[src/design/aitp_pkg.sv]
// shared types and constants for the interrupt table parser
`default_nettype none
package aitp_pkg;

    localparam logic [31:0] WalkStart  = 32'd44;
    localparam int          FieldBytes = 10;
    localparam logic [9:0]  CpuMax     = 10'd1023;

    typedef enum logic [2:0] {
        ST_OK        = 3'd0,
        ST_BAD_SIG   = 3'd1,
        ST_BAD_SUM   = 3'd2,
        ST_SHORT     = 3'd3,
        ST_ZERO_BASE = 3'd4
    } t_status;

    localparam logic [7:0] TypeCpu      = 8'd0;
    localparam logic [7:0] TypeIoUnit   = 8'd1;
    localparam logic [7:0] TypeOverride = 8'd2;
    localparam logic [7:0] TypeBase64   = 8'd5;

    // byte passed from front to back
    typedef struct packed {
        logic [7:0] data;
        logic       first;
        logic       last;
    } t_item;

    // result item
    typedef struct packed {
        t_status     status;
        logic [63:0] local_base;
        logic [9:0]  cpu_count;
        logic [7:0]  io_unit_id;
        logic [31:0] io_unit_base;
        logic [31:0] io_interrupt_base;
        logic        timer_override_seen;
        logic [31:0] timer_interrupt;
        logic [15:0] timer_override_flags;
    } t_result;

endpackage
`default_nettype wire

[src/design/aitp_front.sv]
// input side: accepts byte transfers into a short queue
`default_nettype none
module aitp_front (
    input  wire logic           i_clk,
    input  wire logic           i_rst_n,
    input  wire logic           i_valid,
    output logic                o_ready,
    input  wire aitp_pkg::t_item i_item,
    output logic                o_valid,
    input  wire logic           i_ready,
    output aitp_pkg::t_item     o_item
);
    // two-entry queue
    aitp_pkg::t_item r_mem [2];
    logic            r_wp, r_rp;
    logic [1:0]      r_cnt;
    logic            w_push, w_pop;

    assign o_ready = (r_cnt != 2'd2);
    assign o_valid = (r_cnt != 2'd0);
    assign o_item  = r_mem[r_rp];
    assign w_push  = i_valid && o_ready;
    assign w_pop   = o_valid && i_ready;

    // pointers and count
    always_ff @(posedge i_clk) begin
        if (!i_rst_n) begin
            r_wp  <= 1'b0;
            r_rp  <= 1'b0;
            r_cnt <= 2'd0;
        end else begin
            if (w_push) r_wp <= ~r_wp;
            if (w_pop)  r_rp <= ~r_rp;
            r_cnt <= r_cnt + {1'b0, w_push} - {1'b0, w_pop};
        end
    end

    // storage
    always_ff @(posedge i_clk) begin
        if (w_push) r_mem[r_wp] <= i_item;
    end
endmodule
`default_nettype wire

[src/design/aitp_back.sv]
// parse state: header checks, checksum, entry walk, result register
`default_nettype none
module aitp_back (
    input  wire logic             i_clk,
    input  wire logic             i_rst_n,
    input  wire logic             i_valid,
    output logic                  o_ready,
    input  wire aitp_pkg::t_item  i_item,
    output logic                  o_valid,
    input  wire logic             i_ready,
    output aitp_pkg::t_result     o_result
);
    logic [31:0] r_off, r_len, r_start;
    logic [7:0]  r_sum, r_etype, r_elen;
    logic        r_sig, r_stop;
    logic [7:0]  r_fb [aitp_pkg::FieldBytes];
    logic [63:0] r_lbase;
    logic [9:0]  r_cpu;
    logic [7:0]  r_ioid;
    logic [31:0] r_iobase, r_ioirq, r_otgt;
    logic        r_oseen;
    logic [15:0] r_oflg;
    logic        r_ovalid;
    aitp_pkg::t_result r_res;

    logic [31:0] n_off, n_len, n_start;
    logic [7:0]  n_sum, n_etype, n_elen;
    logic        n_sig, n_stop;
    logic [7:0]  n_fb [aitp_pkg::FieldBytes];
    logic [63:0] n_lbase;
    logic [9:0]  n_cpu;
    logic [7:0]  n_ioid;
    logic [31:0] n_iobase, n_ioirq, n_otgt;
    logic        n_oseen;
    logic [15:0] n_oflg;
    aitp_pkg::t_result n_res;

    logic        w_take;
    logic [31:0] w_rel, w_relm2, w_off;
    logic        w_fin;
    logic [7:0]  w_b;
    logic [7:0]  w_sig_byte;
    logic [32:0] w_end;
    logic [32:0] w_cnt;

    assign o_ready  = !r_ovalid || i_ready;
    assign w_take   = i_valid && o_ready;
    assign o_valid  = r_ovalid;
    assign o_result = r_res;

    // next parse state for one byte
    always_comb begin
        n_off = r_off; n_len = r_len; n_start = r_start; n_sum = r_sum;
        n_etype = r_etype; n_elen = r_elen; n_sig = r_sig; n_stop = r_stop;
        n_fb = r_fb; n_lbase = r_lbase; n_cpu = r_cpu; n_ioid = r_ioid;
        n_iobase = r_iobase; n_ioirq = r_ioirq; n_otgt = r_otgt;
        n_oseen = r_oseen; n_oflg = r_oflg;
        w_b = i_item.data;
        w_fin = 1'b0;
        w_end = 33'd0;
        w_sig_byte = 8'h41;
        if (i_item.first) begin
            n_off = '0; n_len = '0; n_start = aitp_pkg::WalkStart; n_sum = '0;
            n_etype = '0; n_elen = '0; n_sig = 1'b1; n_stop = 1'b0;
            for (int k = 0; k < aitp_pkg::FieldBytes; k++) n_fb[k] = '0;
            n_lbase = '0; n_cpu = '0; n_ioid = '0; n_iobase = '0;
            n_ioirq = '0; n_otgt = '0; n_oseen = 1'b0; n_oflg = '0;
        end
        w_off = n_off;
        w_rel = w_off - n_start;
        w_relm2 = w_rel - 32'd2;
        // header fields
        if (w_off < 32'd4) begin
            case (w_off[1:0])
                2'd0: w_sig_byte = 8'h41;
                2'd1: w_sig_byte = 8'h50;
                2'd2: w_sig_byte = 8'h49;
                default: w_sig_byte = 8'h43;
            endcase
            if (w_b != w_sig_byte) n_sig = 1'b0;
        end else if (w_off < 32'd8) begin
            n_len[w_off[1:0]*8 +: 8] = w_b;
        end else if (w_off >= 32'd36 && w_off < 32'd40) begin
            if (w_off[1:0] == 2'd0) n_lbase = {56'd0, w_b};
            else n_lbase[w_off[1:0]*8 +: 8] = w_b;
        end
        if (w_off < 32'd8 || w_off < n_len) n_sum = n_sum + w_b;
        // entry walk
        if (!n_stop && w_off < n_len && w_off >= n_start) begin
            if (w_rel == 32'd0) begin
                n_etype = w_b;
                n_elen = '0;
                for (int k = 0; k < aitp_pkg::FieldBytes; k++) n_fb[k] = '0;
            end else if (w_rel == 32'd1) begin
                n_elen = w_b;
                w_end = {1'b0, n_start} + {25'd0, w_b};
                if (w_b < 8'd2 || w_end > {1'b0, n_len}) n_stop = 1'b1;
                else if (w_b == 8'd2) w_fin = 1'b1;
            end else begin
                if (w_relm2 < 32'(aitp_pkg::FieldBytes))
                    n_fb[w_relm2[3:0]] = w_b;
                if (w_rel == {24'd0, n_elen} - 32'd1) w_fin = 1'b1;
            end
        end
        // act on a finished entry
        if (w_fin) begin
            case (n_etype)
                aitp_pkg::TypeCpu:
                    if (n_fb[2][0] && n_cpu < aitp_pkg::CpuMax) n_cpu = n_cpu + 10'd1;
                aitp_pkg::TypeIoUnit:
                    if (r_iobase == 32'd0 || i_item.first) begin
                        if (n_iobase == 32'd0) begin
                            n_ioid   = n_fb[0];
                            n_iobase = {n_fb[5], n_fb[4], n_fb[3], n_fb[2]};
                            n_ioirq  = {n_fb[9], n_fb[8], n_fb[7], n_fb[6]};
                        end
                    end
                aitp_pkg::TypeOverride:
                    if (n_fb[1] == 8'd0) begin
                        n_oseen = 1'b1;
                        n_otgt  = {n_fb[5], n_fb[4], n_fb[3], n_fb[2]};
                        n_oflg  = {n_fb[7], n_fb[6]};
                    end
                aitp_pkg::TypeBase64:
                    n_lbase = {n_fb[9], n_fb[8], n_fb[7], n_fb[6],
                               n_fb[5], n_fb[4], n_fb[3], n_fb[2]};
                default: ;
            endcase
            n_start = n_start + {24'd0, n_elen};
        end
        if (n_off != 32'hFFFF_FFFF) n_off = n_off + 32'd1;
        // result
        w_cnt = {1'b0, n_off};
        if (!n_sig) n_res.status = aitp_pkg::ST_BAD_SIG;
        else if (w_cnt < 33'd8 || n_off < n_len) n_res.status = aitp_pkg::ST_SHORT;
        else if (n_sum != 8'd0) n_res.status = aitp_pkg::ST_BAD_SUM;
        else if (n_lbase == 64'd0) n_res.status = aitp_pkg::ST_ZERO_BASE;
        else n_res.status = aitp_pkg::ST_OK;
        n_res.local_base = n_lbase;
        n_res.cpu_count = n_cpu;
        n_res.io_unit_id = n_ioid;
        n_res.io_unit_base = n_iobase;
        n_res.io_interrupt_base = n_ioirq;
        n_res.timer_override_seen = n_oseen;
        n_res.timer_interrupt = n_otgt;
        n_res.timer_override_flags = n_oflg;
    end

    // control state
    always_ff @(posedge i_clk) begin
        if (!i_rst_n) begin
            r_off <= '0; r_len <= '0; r_start <= aitp_pkg::WalkStart; r_sum <= '0;
            r_sig <= 1'b1; r_stop <= 1'b0; r_etype <= '0; r_elen <= '0;
            for (int k = 0; k < aitp_pkg::FieldBytes; k++) r_fb[k] <= '0;
            r_lbase <= '0; r_cpu <= '0; r_ioid <= '0; r_iobase <= '0;
            r_ioirq <= '0; r_oseen <= 1'b0; r_otgt <= '0; r_oflg <= '0;
            r_ovalid <= 1'b0;
        end else begin
            if (w_take) begin
                r_off <= n_off; r_len <= n_len; r_start <= n_start; r_sum <= n_sum;
                r_sig <= n_sig; r_stop <= n_stop; r_etype <= n_etype; r_elen <= n_elen;
                r_fb <= n_fb; r_lbase <= n_lbase; r_cpu <= n_cpu; r_ioid <= n_ioid;
                r_iobase <= n_iobase; r_ioirq <= n_ioirq; r_oseen <= n_oseen;
                r_otgt <= n_otgt; r_oflg <= n_oflg;
            end
            if (w_take) r_ovalid <= i_item.last;
            else if (i_ready) r_ovalid <= 1'b0;
        end
    end

    // result register
    always_ff @(posedge i_clk) begin
        if (w_take && i_item.last) r_res <= n_res;
    end
endmodule
`default_nettype wire

[src/design/acpi_interrupt_table_parser_unit.sv]
// Top level of the interrupt table parser.
// A last byte passes the input queue and then the result register before its result
// is valid. Throughput: one byte per cycle unless the output stalls; the back end
// updates all parse state for a byte combinationally.
// A two-entry queue separates input and parse, a result register the output.
// Reset (i_rst_n low, synchronous) empties queue and result and clears parse state.
`default_nettype none
module acpi_interrupt_table_parser_unit (
    input  wire logic          i_clk,
    input  wire logic          i_rst_n,
    input  wire logic          s_axis_tvalid,
    output logic               s_axis_tready,
    input  wire logic [7:0]    s_axis_tdata,  // table_byte
    input  wire logic          s_axis_tuser,  // first_byte
    input  wire logic          s_axis_tlast,  // last_byte
    output logic               m_axis_tvalid,
    input  wire logic          m_axis_tready,
    // status[2:0], local_base[66:3], cpu_count[76:67], io_unit_id[84:77],
    // io_unit_base[116:85], io_interrupt_base[148:117], timer_override_seen[149],
    // timer_interrupt[181:150], timer_override_flags[197:182], zero fill
    output logic [199:0]       m_axis_tdata
);
    aitp_pkg::t_item   w_in, w_q;
    aitp_pkg::t_result w_res;
    logic              w_qv, w_qr;

    assign w_in = '{data: s_axis_tdata, first: s_axis_tuser, last: s_axis_tlast};

    // input queue
    aitp_front u_front (
        .i_clk, .i_rst_n,
        .i_valid(s_axis_tvalid), .o_ready(s_axis_tready), .i_item(w_in),
        .o_valid(w_qv), .i_ready(w_qr), .o_item(w_q)
    );

    // parser
    aitp_back u_back (
        .i_clk, .i_rst_n,
        .i_valid(w_qv), .o_ready(w_qr), .i_item(w_q),
        .o_valid(m_axis_tvalid), .i_ready(m_axis_tready), .o_result(w_res)
    );

    // pack result, first field lowest
    assign m_axis_tdata = {2'b00, w_res.timer_override_flags, w_res.timer_interrupt,
                           w_res.timer_override_seen, w_res.io_interrupt_base,
                           w_res.io_unit_base, w_res.io_unit_id, w_res.cpu_count,
                           w_res.local_base, w_res.status};
endmodule
`default_nettype wire

[config.mk]
export PLATFORM = sky130hd
export DESIGN_NAME = acpi_interrupt_table_parser_unit
export DESIGN_NICKNAME = d
export VERILOG_FILES = /design/src/design/aitp_pkg.sv /design/src/design/aitp_front.sv /design/src/design/aitp_back.sv /design/src/design/acpi_interrupt_table_parser_unit.sv
export SDC_FILE = /design/constraint.sdc
export NUM_CORES = 2
export LEC_CHECK = 0
export ABC_AREA = 1
export CAP_MARGIN = 5
export CELL_PAD_IN_SITES_DETAIL_PLACEMENT = 0
export CELL_PAD_IN_SITES_GLOBAL_PLACEMENT = 2
export CORE_UTILIZATION = 33
export CTS_CLUSTER_DIAMETER = 150
export DETAILED_ROUTE_END_ITERATION = 6
export DONT_BUFFER_PORTS = 1
export PLACE_DENSITY = 0.86
export SLEW_MARGIN = 20
export SYNTH_ARGS = -nofsm -noshare
export SYNTH_HDL_FRONTEND = slang
export SYNTH_SLANG_ARGS = --single-unit
[constraint.sdc]
create_clock -name i_clk -period 12.6 [get_ports i_clk]
set_clock_uncertainty 0.2 [all_clocks]
set_input_delay 1.89 -clock i_clk [delete_from_list [all_inputs] [get_ports i_clk]]
set_output_delay 1.89 -clock i_clk [all_outputs]
set_load 0.005 [all_outputs]
==> impl_results.md <==
- CORE AREA: between 100,000 and 150,000 sq um
- GPL Wtd Cong: 0.935
- YS warnings: 0
- Post-synth top cells: nand2_1 (1,293), inv_1 (892), nor2_1 (655), dfxtp_1 (403), o21ai_0 (403)
- Clock period minus worst slack: 9570 ps
- Slew Limit Fails: 0
- Most frequent CP cell: nand2_1
- Initial antenna violation count: 10
- Fillcell total: 13,000
- DP Cell Count: roughly 7,200
- Post-synthesis sequential area ratio: 36.6%
- First-pass GRT wire length: 221,000 um
- Global Route Usage Sum: 23.7%
- Min-delay src: u_front.r_rp
- Die H: about 350 um
- Setup WS post-layout: 3030 ps
- Drt first pass iters: 6
- Port buffer count: 0
- Hold-fix buffers at CTS: 0
- Worst stage delay on the critical path: 820 ps
- Crit Path Category: register to register
- CTS buffer count: 78
- Post-Place Setup Slack: 3140 ps
- Ports: ~220
- Final Cycle Share: 75.9%
- VDD IR max: 0.314 mV
- Overall routed net length: 148,000 um
- Max-cap viol count: 0
- Non-Filler Instances: 7,370
- Pleak: 20.6 nW
- Grt ovf: 0
- Vias in the first global route: 34,700
- Mean area per synthesized cell: 6.84 sq um
- Clock Path Buffers: 3
- Post-layout util: 36.6%
- Root Buffer: clkbuf_16
- Fin Hold WS: 259 ps
- DRC Markers: 0
- Crit. End Element: register
- Layout cells sized above 1: 6.39%
- Worst-path clk slew: 60 ps
- Yosys top cell by area: dfxtp_1
- N_diodes: 0
- Iter 0 DRT Violations: 3,697
- Main synth FF type: dfxtp_1
- Post-CTS Setup Bufs: 0
- Clk sinks: around 620
- Top-area cell type share of the netlist area: between 20% and 30%
- Final HPWL DP: between 100,000 and 150,000 um
- Setup TNS: 0 ps
- Worst min path class: register to register
- Seq cells post-synth: 621
- Initial Util: 33.3%
- Die area: 122,000 sq um
- PD cells: 286 nW/um^2
- CP max stage cell: nor2_1
- H-tree levels: 3
- Worst slew margin: 30.9%
- CP Max Fanout: 48
- Mapped Area: 39,900 sq um
- Largest net degree at the start of global routing: 239
- Site row count: 127
- DR WL/cell: 20.1 um
- Async set-or-reset flop fraction in the synthesized netlist: 0%
- Area Growth Syn to Fin: 9.81%
- RSZ-0062 raised after global routing: false
- Distinct cell type count after synthesis: 66
- Clock latency at the later pin of the worst-skew pair: 700 ps
- Via count: approximately 38,000
- Post-CTS Resized: 0
- Fmax: roughly 100 MHz
- CP startpoint kind: register
- Layout Nets: 5,864
- Most common cell in the netlist: nand2_1
- CP arrival: 9950 ps
- Routed Antenna Nets: 0
- Status: completed
- Synth top area cells: dfxtp_1 (20%), edfxtp_1 (16%), nand2_1 (12%)
- CTS tree: built
- Actual slew at the worst max-slew pin: just over 1000 ps
- Endpoints failing hold: 0
- Post-Syn Instances: around 5,800
- CP Data Required Time: 12,980 ps
- Die Width: approximately 350 um
- Vias per cell: between 5 and 6
- Post-synth EDFFs: 218
- Final setup viols: 0
[placed cells by master, fill, tap and decap left out, types with 11 or more instances in the layout]
cell type	synthesis	layout
a211oi_1	20	20
inv_1	892	890
buf_4	22	50
a21oi_1	401	399
nand3_2	20	20
nand4_2	11	11
o21ai_1	35	35
o211ai_1	75	75
clkinv_1	8	14
clkbuf_16	0	78
nor2_4	12	14
xor2_1	78	78
nand2_1	1293	1293
a31oi_1	20	20
o21bai_1	11	11
ha_1	151	151
nor2_2	34	35
o31ai_1	15	15
nor2_1	655	652
edfxtp_1	218	218
nand3_1	353	353
clkinv_2	0	16
o21a_1	17	17
o21ai_0	403	403
dfxtp_1	403	403
or2_2	11	11
nand4_1	151	151
nand2_2	33	31
inv_2	40	41
nor4_1	37	37
nor3_1	59	59
a32o_1	23	23
[cells by family after synthesis]
kind of cell,count (synthesis),synth area share [%]
AOI/OAI and AO/OA,1052,14.7
and+or+nand+nor,2703,29.7
DFF,621,36.6
adders and majority gates,155,4.94
buffers and inverters,1211,12.1
other,1,0.00940
xor gates and xnor gates,88,1.93
[critical path, delay by kind of cell, from the launching register on]
family	cells	cell delay, ps
simple gates	17	3680
fa+ha+maj	3	1220
compound gates	12	2210
buf+inv	7	1550
flops	1	520
[power breakdown]
group	total, mW	switching, mW	internal (mW)
combinational	6.87	5.01	1.86
sequential	3.31	0.388	2.92
clock	2.36	0.964	1.40
[flip-flops by register name, indices dropped and copies added (netlist names), 2 cells and up, named ones only]
name / cells
u_back.o_result: 198
u_back.r_ioirq: 32
u_back.r_iobase: 32
u_front.r_mem: 20
u_back.r_sum: 8
u_back.r_len: 32
u_back.r_otgt: 32
u_back.r_oflg: 16
u_back.r_off: 32
u_back.r_etype: 8
u_back.r_elen: 8
u_back.r_fb: 80
u_back.r_lbase: 64
u_back.r_cpu: 10
u_back.r_ioid: 8
u_front.r_cnt: 2
u_back.r_start: 32
[final cells by class]
type / count / area, sq um / area share [%]
inverter: 942 / 3560 / 8.12
clock buffer: 96 / 2100 / 4.79
timing repair buffer: 52 / 423 / 0.966
clock inverter: 47 / 573 / 1.31
multi-input combinational: 4000 / 20500 / 46.8
tap: 1612 / 2020 / 4.61
sequential: 621 / 14600 / 33.4
[stage by stage]
step / instance area [sq um] / total power [mW]
3_5_place_dp: 41100 / 10.1
4_1_cts: 43800 / 12.5
3_3_place_gp: 41100 / 10.1
6_report: 43800 / 12.5
2_1_floorplan: 39900 / 8.08
5_1_grt: 43800 / 13.5
[final timing paths]
check	to	slack [ps]	cells after the start
worst min register to register	u_front.r_rp	260	1
worst max register to register	u_back.r_start[29]	3030	39
worst min-delay path	u_front.r_rp	260	1
worst max-delay path	u_back.r_start[29]	3030	39
[per-layer routing]
metal  share of wire (%)  global-route usage [%]
met5               0.028                       0
met3                 7.9                    5.38
met1                  47                    34.2
met2                  42                    35.1
met4                 2.5                    6.48
No activity file was read; power rests on OpenSTA's default activity.
